### src/rtl/qrs_pkg.sv
// qrs_pkg: shared constants and types for the quadratic root solver
// depends on nothing; imported by every qrs module and the top level
`default_nettype none
package qrs_pkg;
    localparam int DEF_FRAC_BITS = 16;
    localparam int COEF_W = 32;
    localparam int DISC_W = 67;
    localparam int SQRT_W = 34;
    localparam int NUM_W = 36;
    localparam int QDEPTH = 4;

    typedef enum logic [1:0] {
        ST_NONE = 2'd0,
        ST_ONE  = 2'd1,
        ST_TWO  = 2'd2,
        ST_AZERO = 2'd3
    } status_t;

    // classified item handed from front to back
    typedef struct packed {
        status_t              status;
        logic [DISC_W-2:0]    disc;
        logic signed [COEF_W:0] negb;
        logic [COEF_W-1:0]    mag_a;
        logic                 a_neg;
    } job_t;
endpackage
`default_nettype wire

### src/rtl/qrs_queue.sv
// qrs_queue: short fifo between the front and back parts
// depends on qrs_pkg
`default_nettype none
module qrs_queue
    import qrs_pkg::*;
(
    input  wire logic clk,
    input  wire logic rst_n,
    input  wire logic wr_en,
    input  job_t      wr_data,
    input  wire logic rd_en,
    output job_t      rd_data,
    output logic      not_empty
);
    localparam int AW = $clog2(QDEPTH);
    job_t          mem [QDEPTH];
    logic [AW-1:0] wp_reg, rp_reg;
    logic [AW-1:0] rp_next;
    logic [AW:0]   cnt_reg;
    job_t          rd_data_reg;

    assign rp_next = rd_en ? rp_reg + AW'(1) : rp_reg;

    always_ff @(posedge clk or negedge rst_n)
    begin
        if (!rst_n)
        begin
            wp_reg  <= '0;
            rp_reg  <= '0;
            cnt_reg <= '0;
        end
        else
        begin
            if (wr_en)
                wp_reg <= wp_reg + AW'(1);
            rp_reg  <= rp_next;
            cnt_reg <= cnt_reg + (AW+1)'(wr_en) - (AW+1)'(rd_en);
        end
    end

    always_ff @(posedge clk)
    begin
        if (wr_en)
            mem[wp_reg] <= wr_data;
        // show-ahead head item, bypass when the head slot is written now
        if (wr_en && wp_reg == rp_next)
            rd_data_reg <= wr_data;
        else
            rd_data_reg <= mem[rp_next];
    end

    assign rd_data   = rd_data_reg;
    assign not_empty = (cnt_reg != '0);
endmodule
`default_nettype wire

### config.mk
export PLATFORM = sky130hd
export DESIGN_NAME = qrs_queue
export DESIGN_NICKNAME = d
export VERILOG_FILES = /design/src/rtl/qrs_pkg.sv /design/src/rtl/qrs_queue.sv
export SDC_FILE = /design/constraint.sdc
export NUM_CORES = 1
export LEC_CHECK = 0
export ABC_AREA = 1
export BUFFER_PORTS_ARGS = -buffer_cell sky130_fd_sc_hd__buf_2
export CORE_ASPECT_RATIO = 1.1
export CORE_MARGIN = 3
export CORE_UTILIZATION = 51
export DETAILED_ROUTE_END_ITERATION = 8
export PLACE_DENSITY_LB_ADDON = 0.1
export SYNTH_ARGS = -nofsm -noshare
export SYNTH_HDL_FRONTEND = slang
export SYNTH_SLANG_ARGS = --single-unit
export TNS_END_PERCENT = 30
### constraint.sdc
create_clock -name clk -period 3.7 [get_ports clk]
set_input_delay 0.74 -clock clk [delete_from_list [all_inputs] [get_ports clk]]
set_output_delay 0.74 -clock clk [all_outputs]
set_load 0.02 [all_outputs]
Word level (Yosys, flattened, before mapping). Memories as Yosys holds them, arrays and structs flattened. A register that Yosys moved wholly into a read port is not among the register bits. Cells that the tools add are included.

Reductions and logical operators: 1. $add $sub $neg: 4. Muxes and demuxes: 3.

Operator list (count): 2-bit by 1-bit adder with 2-bit output, second input constant (2); 3-bit by 1-bit adder with 3-bit output (1); 3-bit nonzero test (1); 3-bit by 1-bit subtractor with 3-bit output (1); 1-bit 2-to-1 mux (2); 2-bit 2-to-1 mux (1).

Input port bits: 138. Bits in writable memories: 536. Memories: 1. Flip-flop bits (word level): 7. Word-level logic and storage cells: 12.

Memories: mem (depth 4, width 134, rd ports 1, clocked after memory_dff 1, wr ports 1, RTL line qrs_queue.sv:16) `job_t mem [QDEPTH];`.

Depth between registers and ports, before layout. Gate-level depths: netlist of the first run.

Depth after elaboration: 2. Depth in mapped cells: 7. Gate-level depth less buffers: 7.

Worst setup path after synthesis of the first run. OpenSTA, ideal clock, no wires.

Path type: input-to-reg. From: input port wr_en. To: memory mem[1][0] (netlist bit) (enable). Data arrival time: 3622 ps. Setup slack: -409 ps. Cell stages on the path: 3. Path buffers: 1. Required time: 3213 ps. Path through: clkbuf_1 nand2_1 inv_1.

Cells in the longest elaborated chain, start to end: 2.

RTL lines: start: declaration (RTL line qrs_queue.sv:9) `input wire logic wr_en,`; 1-bit 2-to-1 mux (RTL line qrs_queue.sv:43) `if (wr_en)`; 1-bit 2-to-1 mux (implied by the code) (RTL line qrs_queue.sv:44) `mem[wp_reg] <= wr_data;`; end: declaration (RTL line qrs_queue.sv:16).

Every way passes these cells.

==> flow_metrics.py, run 1 <==
metrics = {
    "sta": {
        "slew_viol_final": 0,
        "finClkSkew_ps": 14.7,
        "hold_ws_ps": 370,
        "tightest_slew_ps": 904,
        "rsz0062_at_grt": "false",
        "fin_ws_ps": 539,
        "max_freq_mhz": 316,
        "slew-limit-headroom_pct": 39.7,
        "finalSetupViolCount": 0,
        "hold_viol": 0,
        "min_period_ps": 3160,
        "fin_crit_sh_pct": 85.4,
    },
    "placement": {
        "place_congestion": 0.781,
        "place_area_um2": 24900,
        "dp_cells": 2927,
        "pre_cts_ws_ps": 1140,
        "dp_hpwl_mm": 28.7,
        "port_buffers": 272,
    },
    "final_layout": {
        "fin_area_um2": 26500,
        "seqCellArea_um2": 16300,
        "n_fill_cell": 3565,
        "area_growth_pct": 15.0,
        "final_cells": 3030,
        "largest_reg_flops": 536,
        "drive_gt1_share_pct": 15.0,
        "multi_input_area_um2": 4040,
        "nets": 2554,
    },
    "power_and_ir_drop": {
        "switching_power_w": 0.00838,
        "internal-power_w": 0.0132,
        "power.share.clock_pct": 22.6,
        "power_frac_comb_pct": 38.6,
        "p_per_area_nw_per_um2": 814,
        "ir_drop_v": 0.000616,
        "p_total_w": 0.0215,
        "p_seq_share_pct": 38.8,
        "p_leak_nw": 12.3,
        "switching_share_pct": 38.9,
    },
    "global_route": {
        "antenna_found_initial": 13,
        "grt_pass1_vias": 14183,
        "overflow": 0,
        "grt_pass1_wl_mm": 77.0,
        "grt.total_usage_pct": 20.5,
        "grt_max_degree": 160,
    },
    "drt": {
        "dr.pass1.iters": 5,
        "detail-route-antenna-nets": 0,
        "via_count": 14646,
        "wl_per_cell_um": 16.3,
        "via_per_inst": 4.83,
        "drtIter0Drc": 806,
        "wirelength_mm": 49.3,
        "post-route-drc-count": 0,
    },
    "die": {
        "die_area_um2": 47700,
        "ioPinCount": 273,
        "start_util_pct": 52.3,
        "die_y_um": 229,
        "rows": 80,
        "core_um2": 43900,
        "fp.dieW_um": 208,
    },
    "synth": {
        "ys_types": 18,
        "synth_warnings": 0,
        "syn_area_um2": 23000,
        "synth-seq-cells": 545,
        "syn-instance-count": 2146,
        "synth_area_per_cell_um2": 10.7,
        "synth_top_cell_by_area": "edfxtp_1",
        "synth_nets": 2291,
        "netlist_top_cells_area": "edfxtp_1 (70%), nand2_1 (11%), inv_1 (8.9%)",
        "yosysSeqAreaShare_pct": 70.9,
        "netlist.area_leader.share_pct": 70.0,
    },
    "setup_path": {
        "crit_path_max_fanout": 116,
        "critical_path_class": "flip-flop to output port",
        "required_ps": 2960,
        "reg2reg_slack_ps": 1620,
        "critPathArrivalTime_ps": 2420,
        "start_kind": "flip-flop",
        "crit_path_end_kind": "output port",
    },
    "cts": {
        "cts_setup_buffers": 0,
        "cts_resized": 0,
        "htreeDepth": 2,
        "clock-sinks": 545,
        "cts_buffers": 53,
        "path_clk_slew_ps": 60,
        "clk_latency_ps": 580,
        "tritoncts": "built",
        "postCtsHoldBufs": 1,
        "clk_path_buf_depth": 3,
        "cts-root-buf": "clkbuf_16",
    },
    "run": {
        "maxCapViolations": 0,
    },
    "outcome": {
        "outcome": "finished clean",
    },
    "worst_hold_path": {
        "hp-class": "input pin to flip-flop",
    },
}
## cells in the final DEF (no fill, tap or decap), types with 6 or more instances in the layout
| cell | count |
|---|---|
| buf_12 | 14 |
| ha_1 | 6 |
| diode_2 | 8 |
| dfrtp_1 | 7 |
| buf_2 | 272 |
| nand3_1 | 270 |
| nand2_1 | 681 |
| clkbuf_1 | 15 |
| clkinv_2 | 8 |
| clkbuf_16 | 53 |
| buf_4 | 10 |
| inv_1 | 543 |
| edfxtp_1 | 536 |
| clkinv_1 | 16 |
## layout make-up
cell class | count | share of cell area, %
antenna | 8 | 0.0757
inverter | 549 | 7.89
clock inverter | 26 | 0.605
sequential | 545 | 61.7
multi-input combinational | 963 | 15.3
clock buffer | 68 | 5.23
timing repair buffer | 297 | 6.53
tap | 574 | 2.71
## final timing paths
check	endpoint	start	cells after the start
max	rd_data[121]	flip-flop	6
min	mem[1][5]	wr_data[5]	1
max reg2reg	mem[1][55]	wp_reg[1]	5
min reg2reg	flip-flop	rp_reg[1]	1
max in group asynchronous	rp_reg[0]	rst_n	2
min in group asynchronous	cnt_reg[0]	rst_n	2
## critical path, stage by stage (launching register included)
cell,delay [ps]
dfxtp_4,440
inv_8,550
buf_4,390
nand2_1,100
nand3_1,80
nand2_1,70
buf_2,160
## cell families (layout without fill, tap and decap cells)
group,after synthesis,after routing,share of synthesized area (%)
AOI/OAI and AO/OA,1,1,0.0217
DFF,545,545,70.9
adders and majority gates,7,7,0.413
buffers and inverters,638,940,11.5
and+or+nand+nor,952,952,17.0
other,0,8,0
xor gates and xnor gates,3,3,0.114
## through the flow
stage / utilization (%) / setup TNS (ps)
after floorplan: - / -109530
after global placement: 56.6 / 0
after detailed placement: 56.6 / 0
after CTS: 60.2 / 0
after global routing: 60.2 / 0
final: 60.2 / 0
## power by group through the flow
stage               sequential, W  combinational (W)  clock, W
finish                    0.00835            0.00832   0.00487
global route              0.00845            0.00920   0.00526
CTS                       0.00836            0.00847   0.00500
detailed placement        0.00849            0.00843         0
global placement          0.00846            0.00832         0
floorplan                 0.00849            0.00572         0
## cell usage after synthesis, drive strengths merged
cell type,number
clkbuf,11
fa,1
nand3b,1
xnor2,1
xor2,2
dfxtp,2
o21ai,1
edfxtp,536
nand2,681
nand3,270
buf,78
ha,6
dfrtp,7
inv,549
## metal layers
metal,share of wire [%],global-route usage (%),vias to the layer above
met4,2.7,7.04,14
met5,0.20,0,-
li1,-,-,7222
met2,48,34.0,358
met1,42,26.5,6957
met3,6.7,5.12,95
Note: power is estimated with default switching activity, not from simulation.
==> inputs of run 2 (changes only) <==
ABC_CLOCK_PERIOD_IN_PS = 3700   (was not set)
REMOVE_ABC_BUFFERS = 1   (was not set)
==> run 2 against run 1 <==
Compared with the run above:
- worst hold slack worse by 11 ps
- register-to-register slack better by 80 ps
- maximum frequency up 0.81%
- sequential power about the same
- critical endpoint is now rd_data[97]
==> flow_metrics.py, run 2 (same netlist as run 1, synthesis figures left out) <==
metrics = {
    "outcome": {
        "outcome": "finished clean",
    },
    "global_route": {
        "grt.busiest_layer": "met2",
        "grt_use_met2_pct": 34.2,
        "grt_pass1_vias": 14035,
        "antenna_found_initial": 14,
        "use_met3_pct": 5.08,
        "grt_max_degree": 167,
        "grt.total_usage_pct": 20.6,
        "overflow": 0,
        "grt.met1_usage_pct": 26.8,
        "grt_pass1_wl_mm": 77.1,
    },
    "cts": {
        "clk_latency_ps": 600,
        "htreeDepth": 2,
        "cts-root-buf": "clkbuf_16",
        "cts_buffers": 54,
        "tritoncts": "built",
        "cts_resized": 0,
        "clock-sinks": 545,
        "path_clk_slew_ps": 60,
        "clk_path_buf_depth": 3,
    },
    "setup_path": {
        "reg2reg_slack_ps": 1700,
        "crit_path_max_fanout": 122,
        "start_kind": "flip-flop",
        "critical_path_class": "flip-flop to output port",
        "critPathArrivalTime_ps": 2400,
        "required_ps": 2960,
        "crit_path_end_kind": "output port",
    },
    "power_and_ir_drop": {
        "switching_power_w": 0.00844,
        "ir_drop_v": 0.000754,
        "power.share.clock_pct": 23.5,
        "switching_share_pct": 38.7,
        "p_leak_nw": 12.4,
        "p_seq_share_pct": 38.2,
        "internal-power_w": 0.0134,
        "power_frac_comb_pct": 38.3,
        "p_per_area_nw_per_um2": 820,
    },
    "die": {
        "die_area_um2": 47700,
        "ioPinCount": 273,
        "start_util_pct": 52.3,
        "core_um2": 43900,
        "fp.dieW_um": 208,
        "rows": 80,
        "die_y_um": 229,
    },
    "sta": {
        "min_period_ps": 3140,
        "slew_viol_final": 0,
        "rsz0062_at_grt": "false",
        "tightest_slew_ps": 831,
        "finalSetupViolCount": 0,
        "hold_viol": 0,
        "finClkSkew_ps": 13.4,
        "max_freq_mhz": 319,
        "setup_tns_ps": 0,
        "slew-limit-headroom_pct": 44.6,
        "fin_crit_sh_pct": 84.7,
    },
    "final_layout": {
        "nets": 2556,
        "largest_reg_flops": 536,
        "layout_commonest_cell": "nand2_1",
        "area_growth_pct": 15.5,
        "drive_gt1_share_pct": 15.2,
        "layout_common_cells": "nand2_1 (681), inv_1 (543), edfxtp_1 (536)",
        "fin_area_um2": 26600,
    },
    "placement": {
        "port_buffers": 272,
        "place_area_um2": 24900,
        "dp_hpwl_mm": 28.7,
        "place_congestion": 0.765,
    },
    "drt": {
        "via_count": 14544,
        "drtIter0Drc": 922,
        "via_per_inst": 4.78,
        "detail-route-antenna-nets": 0,
        "post-route-drc-count": 0,
        "wl_per_cell_um": 16.3,
        "wirelength_mm": 49.5,
        "dr.pass1.iters": 5,
    },
    "run": {
        "maxCapViolations": 0,
    },
    "worst_hold_path": {
        "hp-class": "input pin to flip-flop",
    },
}
-- run 2: cell types whose count changed in the layout (fill, tap and decap cells not counted) --
cell        change
clkinvlp_4      -2
clkbuf_1        +7
clkbuf_16       +2
buf_4           +1
inv_6           +3
clkinv_1        -5
diode_2         +3
bufinv_16       +1
-- run 2: metal layers --
layer / share of wire (%) / vias up
li1: - / 7243
met1: 42 / 6894
met2: 49 / 316
met3: 6.5 / 79
met4: 2.2 / 12
met5: 0.15 / -
-- run 2: path summary, 6_finish.rpt --
path	start	endpoint	cells past startpoint
worst min-delay path	wr_data[103]	mem[1][103]	1
worst max register to register	wp_reg[0]	mem[0][127]	5
worst max-delay path	flip-flop	rd_data[97]	6
max in group asynchronous	rst_n	wp_reg[1]	2
min in group asynchronous	rst_n	rp_reg[0]	2
worst min register to register	rp_reg[1]	flip-flop	1
-- run 2: through the flow --
stage | worst slack (ps) | hold slack (ps) | util, % | total power [W] | instances
after floorplan | -5090 | 438 | - | 0.0137 | 2057
final | 565 | 359 | 60.5 | 0.0218 | 3040
after global placement | 1160 | 455 | 56.6 | 0.0168 | 2928
after detailed placement | 1140 | 452 | 56.6 | 0.0169 | 2928
after CTS | 478 | 314 | 60.4 | 0.0221 | 3029
after global routing | 418 | 329 | 60.4 | 0.0232 | 3034
-- run 2: power groups by stage --
stage | registers, W | clock network (W) | logic, W
6_report | 0.00833 | 0.00512 | 0.00835
5_1_grt | 0.00841 | 0.00551 | 0.00924
4_1_cts | 0.00833 | 0.00524 | 0.00852
3_5_place_dp | 0.00846 | 0 | 0.00849
3_3_place_gp | 0.00842 | 0 | 0.00838
2_1_floorplan | 0.00891 | 0 | 0.00479
-- run 2: repair_timing --
item | 4_1_cts | 5_1_grt
setup buffers | 0 | 0
endpoints found under the hold margin | 7 | 0
hold buffers | 1 | 0
-- run 2: layout make-up --
| cell class | count | area [um^2] |
|---|---|---|
| Antenna cell | 11 | 27.5 |
| Clock buffer | 77 | 1460 |
| Clock inverter | 23 | 180 |
| Fill cell | 3587 | 17400 |
| Inverter | 549 | 2090 |
| Multi-Input combinational cell | 963 | 4040 |
| Sequential cell | 545 | 16300 |
| Tap cell | 574 | 718 |
| Timing Repair Buffer | 298 | 1730 |
-- run 2: critical path: stages, from the launching register on --
cell	delay [ps]
dfxtp_4	380
inv_8	530
buf_4	410
nand2_1	90
nand3_1	80
nand2_1	110
buf_2	170
